**config.mk**
```make
export PLATFORM = sky130hd
export DESIGN_NAME = telephone_event_packetizer
export DESIGN_NICKNAME = d
export VERILOG_FILES = /design/src/hdl/tep_pkg.sv /design/src/hdl/tep_ctrl.sv /design/src/hdl/tep_datapath.sv /design/src/hdl/telephone_event_packetizer.sv
export SDC_FILE = /design/constraint.sdc
export NUM_CORES = 1
export LEC_CHECK = 0
export BUFFER_PORTS_ARGS = -buffer_cell sky130_fd_sc_hd__buf_2
export CORE_ASPECT_RATIO = 0.6
export CORE_MARGIN = 2
export CORE_UTILIZATION = 30
export DETAILED_ROUTE_END_ITERATION = 7
export PLACE_DENSITY = 0.52
export SLEW_MARGIN = 0
export SYNTH_ARGS = -nofsm -noshare
export SYNTH_HDL_FRONTEND = slang
export SYNTH_SLANG_ARGS = --single-unit
```
**constraint.sdc**
```tcl
create_clock -name clock -period 5.1 [get_ports clock]
set_input_delay 0.255 -clock clock [delete_from_list [all_inputs] [get_ports clock]]
set_output_delay 0.255 -clock clock [all_outputs]
set_load 0.02 [all_outputs]
```
**src/hdl/tep_pkg.sv**
```systemverilog
package tep_pkg;

   // command codes carried in req_tuser
   localparam logic CMD_PUSH  = 1'b0;
   localparam logic CMD_FRAME = 1'b1;

   // configuration register indexes
   localparam logic [1:0] CSR_TONE_SAMPLES  = 2'd0;
   localparam logic [1:0] CSR_PAUSE_SAMPLES = 2'd1;
   localparam logic [1:0] CSR_ATTENUATION   = 2'd2;
   localparam logic [1:0] CSR_FRAME_SAMPLES = 2'd3;

   localparam int CSR_INDEX_W = 2;
   localparam int CSR_DATA_W  = 16;

   localparam logic [15:0] TONE_SAMPLES_RESET  = 16'd720;
   localparam logic [15:0] PAUSE_SAMPLES_RESET = 16'd560;
   localparam logic [5:0]  ATTENUATION_RESET   = 6'd8;
   localparam logic [15:0] FRAME_SAMPLES_RESET = 16'd160;

   localparam logic [7:0] CHAR_STAR    = "*";
   localparam logic [7:0] CHAR_HASH    = "#";
   localparam logic [3:0] CODE_STAR    = 4'd10;
   localparam logic [3:0] CODE_HASH    = 4'd11;
   localparam logic [3:0] CODE_UPPER_A = 4'd12;

   typedef enum logic [1:0] {
      PUSH_QUEUED  = 2'd0,
      PUSH_UNKNOWN = 2'd1,
      PUSH_FULL    = 2'd2,
      PUSH_NONE    = 2'd3
   } push_status_type;

   typedef struct packed {
      logic [3:0]  code;
      logic [5:0]  volume;
      logic [15:0] duration;
   } entry_type;

   typedef struct packed {
      logic            frame_valid;
      logic [3:0]      event_code;
      logic [5:0]      volume_field;
      logic [15:0]     event_duration;
      logic            end_bit;
      logic            marker_bit;
      logic [31:0]     timestamp;
      logic            new_stream;
      push_status_type push_status;
   } result_type;

   typedef struct packed {
      logic capture;
      logic exec;
   } ctrl_cmd_type;

   typedef struct packed {
      logic out_stall;
   } ctrl_status_type;

   typedef struct packed {
      logic       known;
      logic [3:0] code;
   } dial_type;

   function automatic dial_type map_dial(input logic [7:0] c);
      dial_type d;
      d.known = 1'b1;
      d.code  = 4'd0;
      if (c >= "0" && c <= "9") begin
         d.code = 4'(c - "0");
      end else if (c >= "a" && c <= "c") begin
         d.code = 4'd2;
      end else if (c >= "d" && c <= "f") begin
         d.code = 4'd3;
      end else if (c >= "g" && c <= "i") begin
         d.code = 4'd4;
      end else if (c >= "j" && c <= "l") begin
         d.code = 4'd5;
      end else if (c >= "m" && c <= "o") begin
         d.code = 4'd6;
      end else if (c >= "p" && c <= "s") begin
         d.code = 4'd7;
      end else if (c >= "t" && c <= "v") begin
         d.code = 4'd8;
      end else if (c >= "w" && c <= "z") begin
         d.code = 4'd9;
      end else if (c == CHAR_STAR) begin
         d.code = CODE_STAR;
      end else if (c == CHAR_HASH) begin
         d.code = CODE_HASH;
      end else if (c >= "A" && c <= "D") begin
         d.code = CODE_UPPER_A + 4'(c - "A");
      end else begin
         d.known = 1'b0;
      end
      return d;
   endfunction

endpackage

```
**src/hdl/tep_ctrl.sv**
```systemverilog
module tep_ctrl (
   input  logic                     clock,
   input  logic                     reset,
   input  logic                     req_tvalid,
   output logic                     req_tready,
   input  tep_pkg::ctrl_status_type status,
   output tep_pkg::ctrl_cmd_type    cmd
);

   typedef enum logic {
      ST_IDLE,
      ST_EXEC
   } state_type;

   state_type state_ff;
   state_type state_in;

   always_comb begin
      req_tready  = (state_ff == ST_IDLE);
      cmd.capture = req_tvalid && req_tready;
      cmd.exec    = (state_ff == ST_EXEC) && !status.out_stall;
      state_in    = state_ff;
      unique case (state_ff)
         ST_IDLE: begin
            if (cmd.capture) state_in = ST_EXEC;
         end
         ST_EXEC: begin
            // hold while the result register is still occupied
            if (cmd.exec) state_in = ST_IDLE;
         end
         default: state_in = ST_IDLE;
      endcase
   end

   always_ff @(posedge clock) begin
      if (reset) begin
         state_ff <= ST_IDLE;
      end else begin
         state_ff <= state_in;
      end
   end

endmodule

```
**src/hdl/tep_datapath.sv**
```systemverilog
module tep_datapath #(
   parameter int QUEUE_DEPTH = 16
) (
   input  logic                                clock,
   input  logic                                reset,
   input  logic                                req_command,
   input  logic [7:0]                          req_dial_char,
   input  logic                                csr_we,
   input  logic [tep_pkg::CSR_INDEX_W-1:0]     csr_addr,
   input  logic [tep_pkg::CSR_DATA_W-1:0]      csr_wdata,
   input  tep_pkg::ctrl_cmd_type               cmd,
   output tep_pkg::ctrl_status_type            status,
   input  logic                                rsp_tready,
   output logic                                rsp_tvalid,
   output tep_pkg::result_type                 result
);

   localparam int AW = (QUEUE_DEPTH > 1) ? $clog2(QUEUE_DEPTH) : 1;
   localparam int CW = $clog2(QUEUE_DEPTH + 1);

   // configuration
   logic [15:0] tone_ff, pause_ff, frame_ff;
   logic [5:0]  atten_ff;

   // captured item
   logic       cmd_ff;
   logic [7:0] char_ff;

   // queue
   tep_pkg::entry_type mem [QUEUE_DEPTH];
   tep_pkg::entry_type rd_ff;
   logic [AW-1:0] head_ff, head_in, tail_ff, tail_in;
   logic [CW-1:0] count_ff, count_in;

   // tone progress
   logic [17:0] played_ff, played_in;
   logic [31:0] clock_ff, clock_in;
   logic        open_ff, open_in;

   logic                rsp_valid_ff;
   tep_pkg::result_type res_ff, res_in;

   tep_pkg::dial_type dial;
   logic        push_ok, pop;
   logic        full, empty;
   logic [31:0] clk_base;
   logic [17:0] dur18, played_adv, dur_pause;
   logic [15:0] remain, fs_left;
   logic        in_pause, last_frame;

   assign full  = (count_ff == CW'(QUEUE_DEPTH));
   assign empty = (count_ff == '0);
   assign dial  = tep_pkg::map_dial(char_ff);

   assign status.out_stall = rsp_valid_ff && !rsp_tready;
   assign rsp_tvalid       = rsp_valid_ff;
   assign result           = res_ff;

   always_comb begin
      clk_base   = open_ff ? clock_ff : 32'd0;
      dur18      = {2'b00, rd_ff.duration};
      played_adv = played_ff + {2'b00, frame_ff};
      dur_pause  = dur18 + {2'b00, pause_ff};
      in_pause   = (played_ff >= dur18);
      remain     = 16'(dur18 - played_ff);
      last_frame = (remain <= frame_ff);
      fs_left    = frame_ff - remain;

      push_ok  = 1'b0;
      pop      = 1'b0;
      open_in  = open_ff;
      clock_in = clock_ff;
      played_in = played_ff;
      res_in   = '0;

      if (cmd_ff == tep_pkg::CMD_PUSH) begin
         if (!dial.known) begin
            res_in.push_status = tep_pkg::PUSH_UNKNOWN;
         end else if (full) begin
            res_in.push_status = tep_pkg::PUSH_FULL;
         end else begin
            push_ok            = 1'b1;
            res_in.push_status = tep_pkg::PUSH_QUEUED;
         end
      end else begin
         res_in.push_status = tep_pkg::PUSH_NONE;
         if (empty) begin
            open_in = 1'b0;
         end else begin
            open_in                = 1'b1;
            res_in.new_stream      = !open_ff;
            res_in.frame_valid     = 1'b1;
            res_in.event_code      = rd_ff.code;
            res_in.volume_field    = rd_ff.volume;
            res_in.timestamp       = clk_base - {14'd0, played_ff};
            res_in.marker_bit      = (played_ff == '0);
            if (in_pause) begin
               // repeat the end frame through the pause
               res_in.event_duration = rd_ff.duration;
               res_in.end_bit        = 1'b1;
               clock_in              = clk_base + {16'd0, frame_ff};
               played_in             = played_adv;
               pop                   = (played_adv >= dur_pause);
            end else if (last_frame) begin
               res_in.event_duration = rd_ff.duration;
               res_in.end_bit        = 1'b1;
               if (pause_ff <= fs_left) begin
                  clock_in = clk_base + {15'd0, {1'b0, remain} + {1'b0, pause_ff}};
                  pop      = 1'b1;
               end else begin
                  clock_in  = clk_base + {16'd0, frame_ff};
                  played_in = played_adv;
               end
            end else begin
               res_in.event_duration = played_adv[15:0];
               clock_in              = clk_base + {16'd0, frame_ff};
               played_in             = played_adv;
            end
         end
      end

      head_in  = head_ff;
      tail_in  = tail_ff;
      count_in = count_ff;
      if (pop) begin
         head_in   = (head_ff == AW'(QUEUE_DEPTH - 1)) ? '0 : head_ff + AW'(1);
         count_in  = count_ff - CW'(1);
         played_in = '0;
      end
      if (push_ok) begin
         tail_in  = (tail_ff == AW'(QUEUE_DEPTH - 1)) ? '0 : tail_ff + AW'(1);
         count_in = count_ff + CW'(1);
      end
   end

   // queue memory, registered read at the head
   always_ff @(posedge clock) begin
      if (cmd.exec && push_ok) begin
         mem[tail_ff] <= '{code: dial.code, volume: atten_ff, duration: tone_ff};
      end
      rd_ff <= mem[head_ff];
   end

   always_ff @(posedge clock) begin
      if (cmd.capture) begin
         cmd_ff  <= req_command;
         char_ff <= req_dial_char;
      end
      if (cmd.exec) begin
         res_ff <= res_in;
      end
   end

   always_ff @(posedge clock) begin
      if (reset) begin
         tone_ff      <= tep_pkg::TONE_SAMPLES_RESET;
         pause_ff     <= tep_pkg::PAUSE_SAMPLES_RESET;
         atten_ff     <= tep_pkg::ATTENUATION_RESET;
         frame_ff     <= tep_pkg::FRAME_SAMPLES_RESET;
         head_ff      <= '0;
         tail_ff      <= '0;
         count_ff     <= '0;
         played_ff    <= '0;
         clock_ff     <= '0;
         open_ff      <= 1'b0;
         rsp_valid_ff <= 1'b0;
      end else begin
         if (csr_we) begin
            unique case (csr_addr)
               tep_pkg::CSR_TONE_SAMPLES:  tone_ff  <= csr_wdata;
               tep_pkg::CSR_PAUSE_SAMPLES: pause_ff <= csr_wdata;
               tep_pkg::CSR_ATTENUATION:   atten_ff <= csr_wdata[5:0];
               tep_pkg::CSR_FRAME_SAMPLES: frame_ff <= csr_wdata;
               default: ;
            endcase
         end
         if (cmd.exec) begin
            head_ff   <= head_in;
            tail_ff   <= tail_in;
            count_ff  <= count_in;
            played_ff <= played_in;
            clock_ff  <= clock_in;
            open_ff   <= open_in;
         end
         if (cmd.exec) begin
            rsp_valid_ff <= 1'b1;
         end else if (rsp_tready) begin
            rsp_valid_ff <= 1'b0;
         end
      end
   end

   a_count_bound: assert property (@(posedge clock) disable iff (reset)
      count_ff <= CW'(QUEUE_DEPTH))
      else $error("queue count above depth");

   a_full_drop: assert property (@(posedge clock) disable iff (reset)
      cmd.exec && cmd_ff == tep_pkg::CMD_PUSH && full
      |=> count_ff == $past(count_ff) && tail_ff == $past(tail_ff))
      else $error("push to full queue changed the queue");

   a_empty_request: assert property (@(posedge clock) disable iff (reset)
      cmd.exec && cmd_ff == tep_pkg::CMD_FRAME && empty
      |=> rsp_valid_ff && !res_ff.frame_valid && !open_ff)
      else $error("request on empty queue produced a frame");

   a_pop_resets_progress: assert property (@(posedge clock) disable iff (reset)
      cmd.exec && pop |=> played_ff == '0 && count_ff == $past(count_ff) - CW'(1))
      else $error("pop did not restart tone progress");

endmodule

```
**src/hdl/telephone_event_packetizer.sv**
```systemverilog
// A request beat is captured into the command and character registers, and the
// result beat is offered once the execute state has loaded the result register.
// The two-state sequencer takes no new request until the current one has executed;
// a stalled result keeps it in its execute state until the result register frees up.
// Reset is synchronous, active high: queue empty, stream closed, registers at defaults;
// queue memory contents are not cleared.
module telephone_event_packetizer #(
   parameter int QUEUE_DEPTH = 16
) (
   input  logic        clock,
   input  logic        reset,
   input  logic        req_tvalid,
   output logic        req_tready,
   input  logic [7:0]  req_tdata,   // [7:0] dial_char
   input  logic        req_tuser,   // [0] command
   output logic        rsp_tvalid,
   input  logic        rsp_tready,
   // [3:0] event_code, [9:4] volume_field, [25:10] event_duration, [26] end_bit,
   // [27] marker_bit, [59:28] timestamp, [60] new_stream, [63:61] zero
   output logic [63:0] rsp_tdata,
   output logic [2:0]  rsp_tuser,   // [0] frame_valid, [2:1] push_status
   input  logic        csr_we,
   input  logic [tep_pkg::CSR_INDEX_W-1:0] csr_addr,
   input  logic [tep_pkg::CSR_DATA_W-1:0]  csr_wdata
);

   tep_pkg::ctrl_cmd_type    cmd;
   tep_pkg::ctrl_status_type status;
   tep_pkg::result_type      result;

   tep_ctrl u_ctrl (
      .clock      (clock),
      .reset      (reset),
      .req_tvalid (req_tvalid),
      .req_tready (req_tready),
      .status     (status),
      .cmd        (cmd)
   );

   tep_datapath #(
      .QUEUE_DEPTH (QUEUE_DEPTH)
   ) u_datapath (
      .clock         (clock),
      .reset         (reset),
      .req_command   (req_tuser),
      .req_dial_char (req_tdata),
      .csr_we        (csr_we),
      .csr_addr      (csr_addr),
      .csr_wdata     (csr_wdata),
      .cmd           (cmd),
      .status        (status),
      .rsp_tready    (rsp_tready),
      .rsp_tvalid    (rsp_tvalid),
      .result        (result)
   );

   assign rsp_tdata = {3'b000, result.new_stream, result.timestamp, result.marker_bit,
                       result.end_bit, result.event_duration, result.volume_field,
                       result.event_code};
   assign rsp_tuser = {result.push_status, result.frame_valid};

endmodule
```
Yosys cells after proc, flatten, opt, wreduce, memory -nomap -nowiden
Memories as Yosys holds them, arrays and structs flattened. A register that Yosys moved wholly into a read port is not among the register bits. Index checks and enable logic that the tools add are counted. W data, S select, Z words.

Bits in registers: 193. RAM bits: 416. Input bits: 32. Output and inout bits: 69. Memories: 1.

Memory list: u_datapath.mem (depth 16, width 26, read ports 1, clocked after memory_dff 1, wr ports 1, RTL line tep_datapath.sv:30) `tep_pkg::entry_type mem [QUEUE_DEPTH];`.

$add $sub $neg: 15. Magnitude comparators: 24. Eq/ne operators: 10. Muxes and demuxes: 60. Bitwise gates (word level): 4. Reductions and logical operators: 35.

Operators with widths (number): $mux W32 (4); $mux W18 (6); $ge A8 B7 Y1 const B (9); $le A8 B7 Y1 const B (9); $mux W62 (1); $mux W4 (14); $add A16 B16 Y17 (2); $add A32 B16 Y32 (1); $add A32 B17 Y32 (1); $le A16 B16 Y1 (2); $sub A16 B16 Y16 (2); $sub A32 B18 Y32 (1); $mux W1 (28); $add A18 B16 Y18 (1); $ge A18 B16 Y1 (1); $ge A18 B18 Y1 (1); $logic_not A18 Y1 (1); $mux W17 (1); $eq A8 B6 Y1 const B (2); $mux W16 (1); $reduce_and A2 Y1 (8); $logic_and A1 B1 Y1 (14); $mux W5 (2); $add A4 B1 Y4 const B (2); other kinds (22) (34).

Longest topological paths before layout
Gate-level depths: netlist of the first run.

Depth in word-level cells: 19. Depth in mapped cells: 33. Gate-level depth less buffers: 30.

By module
A second synthesis of the first run with hierarchy kept.

Cell total of the unflattened synthesis: 2462. Area, all modules: 31470.2 sq um.

Modules (own cells, without submodules): tep_datapath (times used 1, cells an instance 2452, area an instance 31393.9 sq um); tep_ctrl (times used 1, cells an instance 6, area an instance 50.0 sq um); telephone_event_packetizer (times used 1, cells an instance 4, area an instance 26.3 sq um).

Least setup slack after synthesis of the first run
OpenSTA, ideal clock, no wires.

Path type: flip-flop to flip-flop. Start: reg u_datapath.played_ff[1]. End: reg u_datapath.clock_ff[19]. Library setup time: 0.132 ns. Arrival time: 5.437 ns. Data required time: 4.968 ns. Setup slack: -0.469 ns. Stages on the path, launching flop included: 29. Path buffers: 2. Period minus slack after synthesis: 5.569 ns. Path through: dfxtp_1 inv_1 fa_1 nand2_1 nand2_1 a21oi_1 o21bai_1 a21oi_1 o21bai_1 a41oi_1 nand2b_1 xnor2_1 ha_1 or3_1 a211oi_1 nor3_1 a211o_1 a21oi_1 xor2_1 ha_1 a211oi_1 o221ai_1 a21o_1 or2_1 buf_6 o21ai_2 buf_6 mux2i_1 a21oi_1.

Cells in the longest elaborated chain, start to end: 6. Elaborated cells on any way between the ends: 10. Those cells by class: 4 x add/sub; 3 x order compare; 3 x mux.

Ends and longest elaborated chain: start: declaration (RTL line tep_datapath.sv:36) `logic [17:0] played_ff, played_in;`; start signal: assignment (RTL line tep_datapath.sv:181) `played_ff <= played_in;`; $sub A16 B16 Y16 (RTL line tep_datapath.sv:65) `remain = 16'(dur18 - played_ff);`; $add A16 B16 Y17 or $sub A16 B16 Y16 (tied branches) (RTL line tep_datapath.sv:108, tep_datapath.sv:67); $add A32 B17 Y32 or $le A16 B16 Y1 (tied branches) (RTL line tep_datapath.sv:108, tep_datapath.sv:107); $mux W32 (RTL line tep_datapath.sv:107) `if (pause_ff <= fs_left) begin`; $mux W32 (RTL line tep_datapath.sv:104) `end else if (last_frame) begin`; $mux W32 (*) (RTL line tep_datapath.sv:97) `if (in_pause) begin`; end signal: assignment (RTL line tep_datapath.sv:182) `clock_ff <= clock_in;`; end: declaration (RTL line tep_datapath.sv:37) `logic [31:0] clock_ff, clock_in;`.

Every way passes the cells marked *; elsewhere a longest branch is shown, timed or not. A chain may end at the register's enable or synchronous reset.

Worst setup path in the final report of the first run
Start: reg u_datapath.dur18[1] (netlist name). End: reg u_datapath.clock_ff[23].

Cells in the longest elaborated chain, start to end: 6. Elaborated cells on any way between the ends: 10. Those cells by class: 4 x add/sub; 3 x order compare; 3 x mux.

Ends and longest elaborated chain (RTL line): $sub A16 B16 Y16 (tep_datapath.sv:65); $add A16 B16 Y17 or $sub A16 B16 Y16 (tied branches) (tep_datapath.sv:108, tep_datapath.sv:67); $add A32 B17 Y32 or $le A16 B16 Y1 (tied branches) (tep_datapath.sv:108, tep_datapath.sv:107); $mux W32 (tep_datapath.sv:107); $mux W32 (tep_datapath.sv:104); $mux W32 (*) (tep_datapath.sv:97).

Marks and branches as above.

==> impl_metrics.csv, run 1 <==
group,metric,value,unit
layout,drive_gt1_frac,0.255,
timing,skew,35.3,ps
logic_synthesis,synth_area,0.0318,mm2
outcome,status,"complete, but fails checks",
power,seq_power_share,0.512,
layout,syn_to_final_growth,21.8,%
routing,drt-total-wl,99.6,mm
logic_synthesis,synth_area_per_cell,12.6,um2
worst_setup_path,path_buf_inv,4,
clock_tree,clk_pin_slew,70,ps
layout,layout.cells.most_common,"edfxtp_1",
worst_setup_path,crit_fanout,6,
global_routing,grt_overflow,0,
routing,remaining_drc_errors,0,
worst_setup_path,cp_slowest_cell,"o41a_1",
logic_synthesis,netlist_top_cells_area,"edfxtp_1, mux4_2, dfxtp_1, ha_1, nand2_1",
routing,wl_per_cell,23.2,um
clock_tree,cts_sinks,635,
routing,num_vias,22300,
worst_setup_path,path_class,"flop to flop",
timing,hold_viol,0,
clock_tree,cts-root-buf,"clkbuf_16",
worst_setup_path,critPathArrivalTime,6270,ps
timing,rsz0062_at_grt,"yes",
worst_setup_path,worstSetupStartpointType,"flop",
outcome,violations,"negative setup slack",
logic_synthesis,ys_ff_latch,635,
flow_run,drv_cap,0,
place,dp_hpwl,69.1,mm
worst_setup_path,critPathMaxStageDelay,440,ps
logic_synthesis,synth_edf_count,489,
global_routing,grt_pass1_wl,146,mm
worst_setup_path,cp-end-kind,"flop",
floorplanning,die_area,0.109,mm2
timing,worst_slack,-646,ps
global_routing,grt_max_degree,67,
global_routing,track_usage,0.179,
timing,setup_viol,58,
timing,layout_min_cycle_time,5750,ps
global_routing,antenna_found_initial,5,
logic_synthesis,yosys_warnings,0,
power,clkPwrFrac,0.419,
layout,fillers,10100,
power,p_leak,13.9,nW
layout,stdcell_count,4296,
place,dpl-instance-area,0.0356,mm2
timing,tightest_slew,1270,ps
floorplanning,row_count,92,
power,p_sw,2.67,mW
floorplanning,initial_core_util,0.303,
routing,viasPerCell,5.18,
floorplanning,core,0.105,mm2
logic_synthesis,synthCells,2518,
routing,final_antenna_net_count,0,
timing,max_slew_margin,0.149,
place,dpl_worst_slack,-707,ps
floorplanning,die_width,424,um
timing,fin_crit_sh,1.13,
worst_setup_path,cp_top_family,"compound AO/OA/AOI/OAI gates",
logic_synthesis,ys.flop_type,"edfxtp_1",
logic_synthesis,yosysTopAreaCell,"edfxtp_1",
clock_tree,clk_latency,660,ps
min_path,hp-class,"input pin to flop",
logic_synthesis,yosys.area.top_type_share,0.462,
layout,final_area,0.0387,mm2
timing,setup_tns,-27440,ps
worst_setup_path,cpMostUsedCell,"ha_1",
power,swShare,0.241,
clock_tree,clock_path_buffers,3,
power,power_density,286,mW/mm2
logic_synthesis,async_flop_share,0,
power,p_int,8.41,mW
layout,most-common-layout-cells,"edfxtp_1, nand2_1, buf_4",
timing,slew_violations,0,
power,power.share.combinational,0.069,
place,place_inst,4127,
layout,final_nets,3064,
global_routing,grt_pass1_vias,21600,
timing,fmax,0.174,GHz
place,gp_congestion,0.924,
clock_tree,cts_inserted_buffers,60,
place,portBuffers,97,
power,irDropWorstVdd,0.307,mV
routing,dr.pass1.iters,5,
clock_tree,tritoncts,"built",
floorplanning,dieHeight,256,um
clock_tree,htreeDepth,2,
worst_setup_path,critPathRequiredTime,5620,ps
floorplanning,pin_count,101,
logic_synthesis,ys_seq_area_frac,0.554,
logic_synthesis,ys_types,99,
routing,first_iter_violations,2657,
-- worst paths after layout --
path / startpoint / end / slack [ps] / depth (start not counted)
setup reg to reg: u_datapath.dur18[1] / u_datapath.clock_ff[23] / -650 / 25
hold / removal: csr_addr[1] / u_datapath.pause_ff[3] / 80 / 4
setup / recovery: u_datapath.dur18[1] / u_datapath.clock_ff[23] / -650 / 25
hold reg to reg: u_datapath.clock_ff[1] / u_datapath.clock_ff[1] / 460 / 2
-- synth_stat cells (all sizes together), types with 24 or more instances --
library cell / number
clkbuf: 86
nand3: 68
edfxtp: 489
dfxtp: 146
nand2b: 31
nor2: 159
nor3: 56
inv: 146
xnor2: 54
xor2: 37
o21ai: 79
a21o: 31
ha: 174
mux4: 131
buf: 26
a211oi: 30
a21oi: 169
mux2i: 28
nor2b: 26
nand2: 227
fa: 24
-- layer usage --
| metal | wire length (um) | global-route usage | part of all wire | vias up |
|---|---|---|---|---|
| met1 | 50500 | 0.291 | 0.51 | 11200 |
| met5 | 0 | 0 | 0 | - |
| li1 | - | - | - | 10100 |
| met3 | 8440 | 0.0399 | 0.085 | 119 |
| met2 | 39100 | 0.238 | 0.39 | 796 |
| met4 | 1600 | 0.0310 | 0.016 | 0 |
-- state kept, by name (all words and copies together) (netlist names), 10 cells and up --
signal and flops:
u_datapath.clock_ff 32, u_datapath.tone_ff 16, u_datapath.dur18 16, u_datapath.result 64, u_datapath.pause_ff 16, u_datapath.mem 416, u_datapath.played_ff 18, u_datapath.rd_ff 10
u_datapath.frame_ff 16
-- layout make-up --
cell class,instances,area [um2],share of cell area
diodes,1,2.50,0.0000647
clock buffers,77,1640,0.0423
clock inverters,36,393,0.0102
inverters,146,551,0.0142
multi-input cells,1627,13900,0.359
flip-flops and latches,635,17600,0.456
well taps,1410,1760,0.0456
repair buffers,364,2830,0.0732
-- metrics by stage --
| stage | power, mW | util | hold WS [ps] |
|---|---|---|---|
| after floorplan | 6.19 | - | 354 |
| after global placement | 6.49 | 0.339 | 433 |
| after detailed placement | 6.50 | 0.339 | 437 |
| after CTS | 11.2 | 0.364 | 36.8 |
| after global routing | 11.5 | 0.369 | 111 |
| final | 11.1 | 0.369 | 78.1 |
-- worst reg2reg max path, cell delays in order, from the launching register on --
cell       delay [ps]
dfxtp_4           350
inv_1              80
ha_4              200
nor2b_1           140
o21ai_2           150
a21boi_2           90
o41a_1            440
a41o_4            270
o41ai_4           370
buf_4             190
xor2_2            160
ha_1              290
and3_1            190
a211o_1           310
a21oi_2           150
xor2_1            180
ha_1              290
a211oi_2          200
o221ai_1          150
a21o_2            290
or2_4             290
buf_6             130
o21ai_4           290
clkbuf_16         210
a311o_1           150
nand3_1            60
-- cell families (layout without fill, tap and decap cells) --
kind of cell	count (synthesis)	after routing	synth area share
compound gates	475	475	0.0966
flops	635	635	0.554
xor+xnor	91	91	0.0251
mux	162	162	0.103
fa+ha+maj	198	198	0.0836
other cells	1	4	0.000118
simple gates	698	698	0.106
buf+inv	258	623	0.0322
-- power by group through the flow --
stage	sequential, mW	clock, mW	combinational (mW)
2_1_floorplan	5.80	0	0.397
3_3_place_gp	5.78	0	0.705
3_5_place_dp	5.79	0	0.714
4_1_cts	5.67	4.75	0.744
5_1_grt	5.68	4.96	0.837
6_report	5.67	4.64	0.769
-- timing repair --
action                                 in CTS  in global routing
setup endpoints to repair                  58                 74
hold buffers                               27                  0
resized for setup                          46                 71
pin swaps                                  35                 40
setup buffers                               9                 15
gates cloned                                2                  3
endpoints found under the hold margin      64                  0
Note: power is estimated with default switching activity, not from simulation.
==> inputs of run 2 (changes only) <==
- PLACE_DENSITY: 0.52 -> 0.5
- clock period: 5.1 -> 6.7 ns (I/O delays scaled with it)
==> run 2 against run 1 <==
Net effect: the run now ends clean; final cell count is 4.6% lower; core utilization shrank 2.2 points; critical endpoint is now u_datapath.clock_ff[28]; sequential cell count did not move.
==> impl_metrics.csv, run 2 (synthesis gave the netlist of run 1 again) <==
group,metric,value,unit
clock_tree,cts_inserted_buffers,60,
worst_setup_path,critPathRequiredTime,7250,ps
timing,layout_min_cycle_time,6360,ps
worst_setup_path,reg2reg_slack,340,ps
timing,setup_viol,0,
global_routing,grt_overflow,0,
layout,seq_area,0.0176,mm2
timing,hold_viol,0,
floorplanning,pin_count,101,
power,irDropWorstVdd,0.216,mV
worst_setup_path,crit_fanout,13,
layout,layout.cells.most_common,"edfxtp_1",
power,power_density,231,mW/mm2
place,dp_hpwl,65.1,mm
power,seq_power_share,0.513,
min_path,holdPathStages,3,
worst_setup_path,path_class,"flop to flop",
routing,wl_per_cell,23.2,um
power,power.share.combinational,0.059,
place,gp_congestion,0.918,
worst_setup_path,cp-end-kind,"flop",
clock_tree,cts_sinks,635,
clock_tree,clock_path_buffers,3,
timing,rsz0062_at_grt,"no",
worst_setup_path,worstSetupStartpointType,"flop",
timing,tightest_slew,1160,ps
timing,slew_violations,0,
routing,viasPerCell,5.20,
layout,fillers,10200,
timing,max_slew_margin,0.218,
power,p_leak,12.8,nW
floorplanning,die_area,0.109,mm2
clock_tree,cts-root-buf,"clkbuf_16",
clock_tree,clk_pin_slew,60,ps
timing,skew,39.9,ps
layout,drive_gt1_frac,0.162,
global_routing,grt_pass1_vias,20700,
timing,fin_crit_sh,0.949,
layout,largest-register,"u_datapath.mem",
layout,largest_reg_flops,416,
timing,fmax,0.157,GHz
worst_setup_path,critPathArrivalTime,6910,ps
worst_setup_path,critPathMaxStageDelay,560,ps
power,p_int,6.46,mW
global_routing,track_usage,0.172,
floorplanning,dieHeight,256,um
floorplanning,core,0.105,mm2
timing,holdWs,39.6,ps
worst_setup_path,cp_slowest_cell,"or4b_1",
layout,syn_to_final_growth,14.6,%
flow_run,drv_cap,0,
floorplanning,row_count,92,
clock_tree,tritoncts,"built",
routing,dr.pass1.iters,5,
global_routing,grt_pass1_wl,140,mm
worst_setup_path,rr_worst_depth,29,
routing,first_iter_violations,2040,
layout,most-common-layout-cells,"edfxtp_1, nand2_1, ha_1",
layout,final_nets,2864,
timing,setup_tns,0,ps
routing,drt-total-wl,95.2,mm
global_routing,grt_max_degree,74,
routing,final_antenna_net_count,0,
layout,multi_input_area,0.0133,mm2
outcome,status,"completed",
floorplanning,die_width,424,um
worst_setup_path,cpMostUsedCell,"ha_1",
place,portBuffers,97,
clock_tree,htreeDepth,2,
min_path,hp-class,"input pin to flop",
power,clkPwrFrac,0.428,
floorplanning,initial_core_util,0.303,
clock_tree,clk_latency,670,ps
power,p_sw,1.96,mW
global_routing,antenna_found_initial,6,
routing,remaining_drc_errors,0,
routing,num_vias,21300,
power,swShare,0.233,
[run 2: area by class of cell]
type	count	area share
clock buffers	82	0.0457
diodes	3	0.000206
clock inverters	32	0.0109
flip-flops and latches	635	0.484
inverters	146	0.0151
well taps	1410	0.0485
multi-input cells	1627	0.366
repair buffers	164	0.0293
[run 2: per-layer routing]
layer  global-route usage  share of wire  wire [um]
met3               0.0378          0.078       7460
met5                    0        0.00014         13
met2                0.237           0.40      38400
met1                0.273           0.50      47800
met4               0.0317          0.016       1490
[run 2: critical path, delay by kind of cell (launching register included)]
| kind | cells | cell delay (ps) |
|---|---|---|
| DFF | 1 | 340 |
| xor gates and xnor gates | 2 | 400 |
| AOI/OAI and AO/OA | 13 | 2460 |
| buffers and inverters | 3 | 320 |
| adders and majority gates | 4 | 1100 |
| and+or+nand+nor | 7 | 1610 |
[run 2: worst paths after layout]
path / to / startpoint
setup / recovery: u_datapath.clock_ff[28] / u_datapath.dur18[0]
hold / removal: u_datapath.frame_ff[2] / csr_wdata[2]
setup reg to reg: u_datapath.clock_ff[28] / u_datapath.dur18[0]
hold reg to reg: u_datapath.clock_ff[1] / u_datapath.clock_ff[1]
[run 2: repair_timing]
item / in CTS / in global routing
setup buffers: 0 / 1
hold endpoints to repair: 43 / 0
setup endpoints to repair: 0 / 49
hold buffers: 24 / 0
resized for setup: 0 / 8
[run 2: metrics by stage]
| step | cells | cell area, um2 | setup slack [ps] | total power [mW] | util |
|---|---|---|---|---|---|
| finish | 4099 | 36400 | 339 | 8.43 | 0.347 |
| CTS | 4095 | 36300 | 172 | 8.51 | 0.346 |
| global placement | 3957 | 34100 | 226 | 4.88 | 0.324 |
| global route | 4097 | 36400 | 40.6 | 8.72 | 0.347 |
| floorplan | 2520 | 31800 | 1130 | 4.71 | - |
| detailed placement | 3957 | 34100 | 241 | 4.89 | 0.324 |
[run 2: power by group through the flow]
stage	registers, mW	logic, mW	clock network [mW]
final	4.33	0.498	3.60
after detailed placement	4.41	0.476	0
after CTS	4.33	0.492	3.69
after global placement	4.41	0.471	0
after global routing	4.33	0.545	3.85
after floorplan	4.41	0.297	0
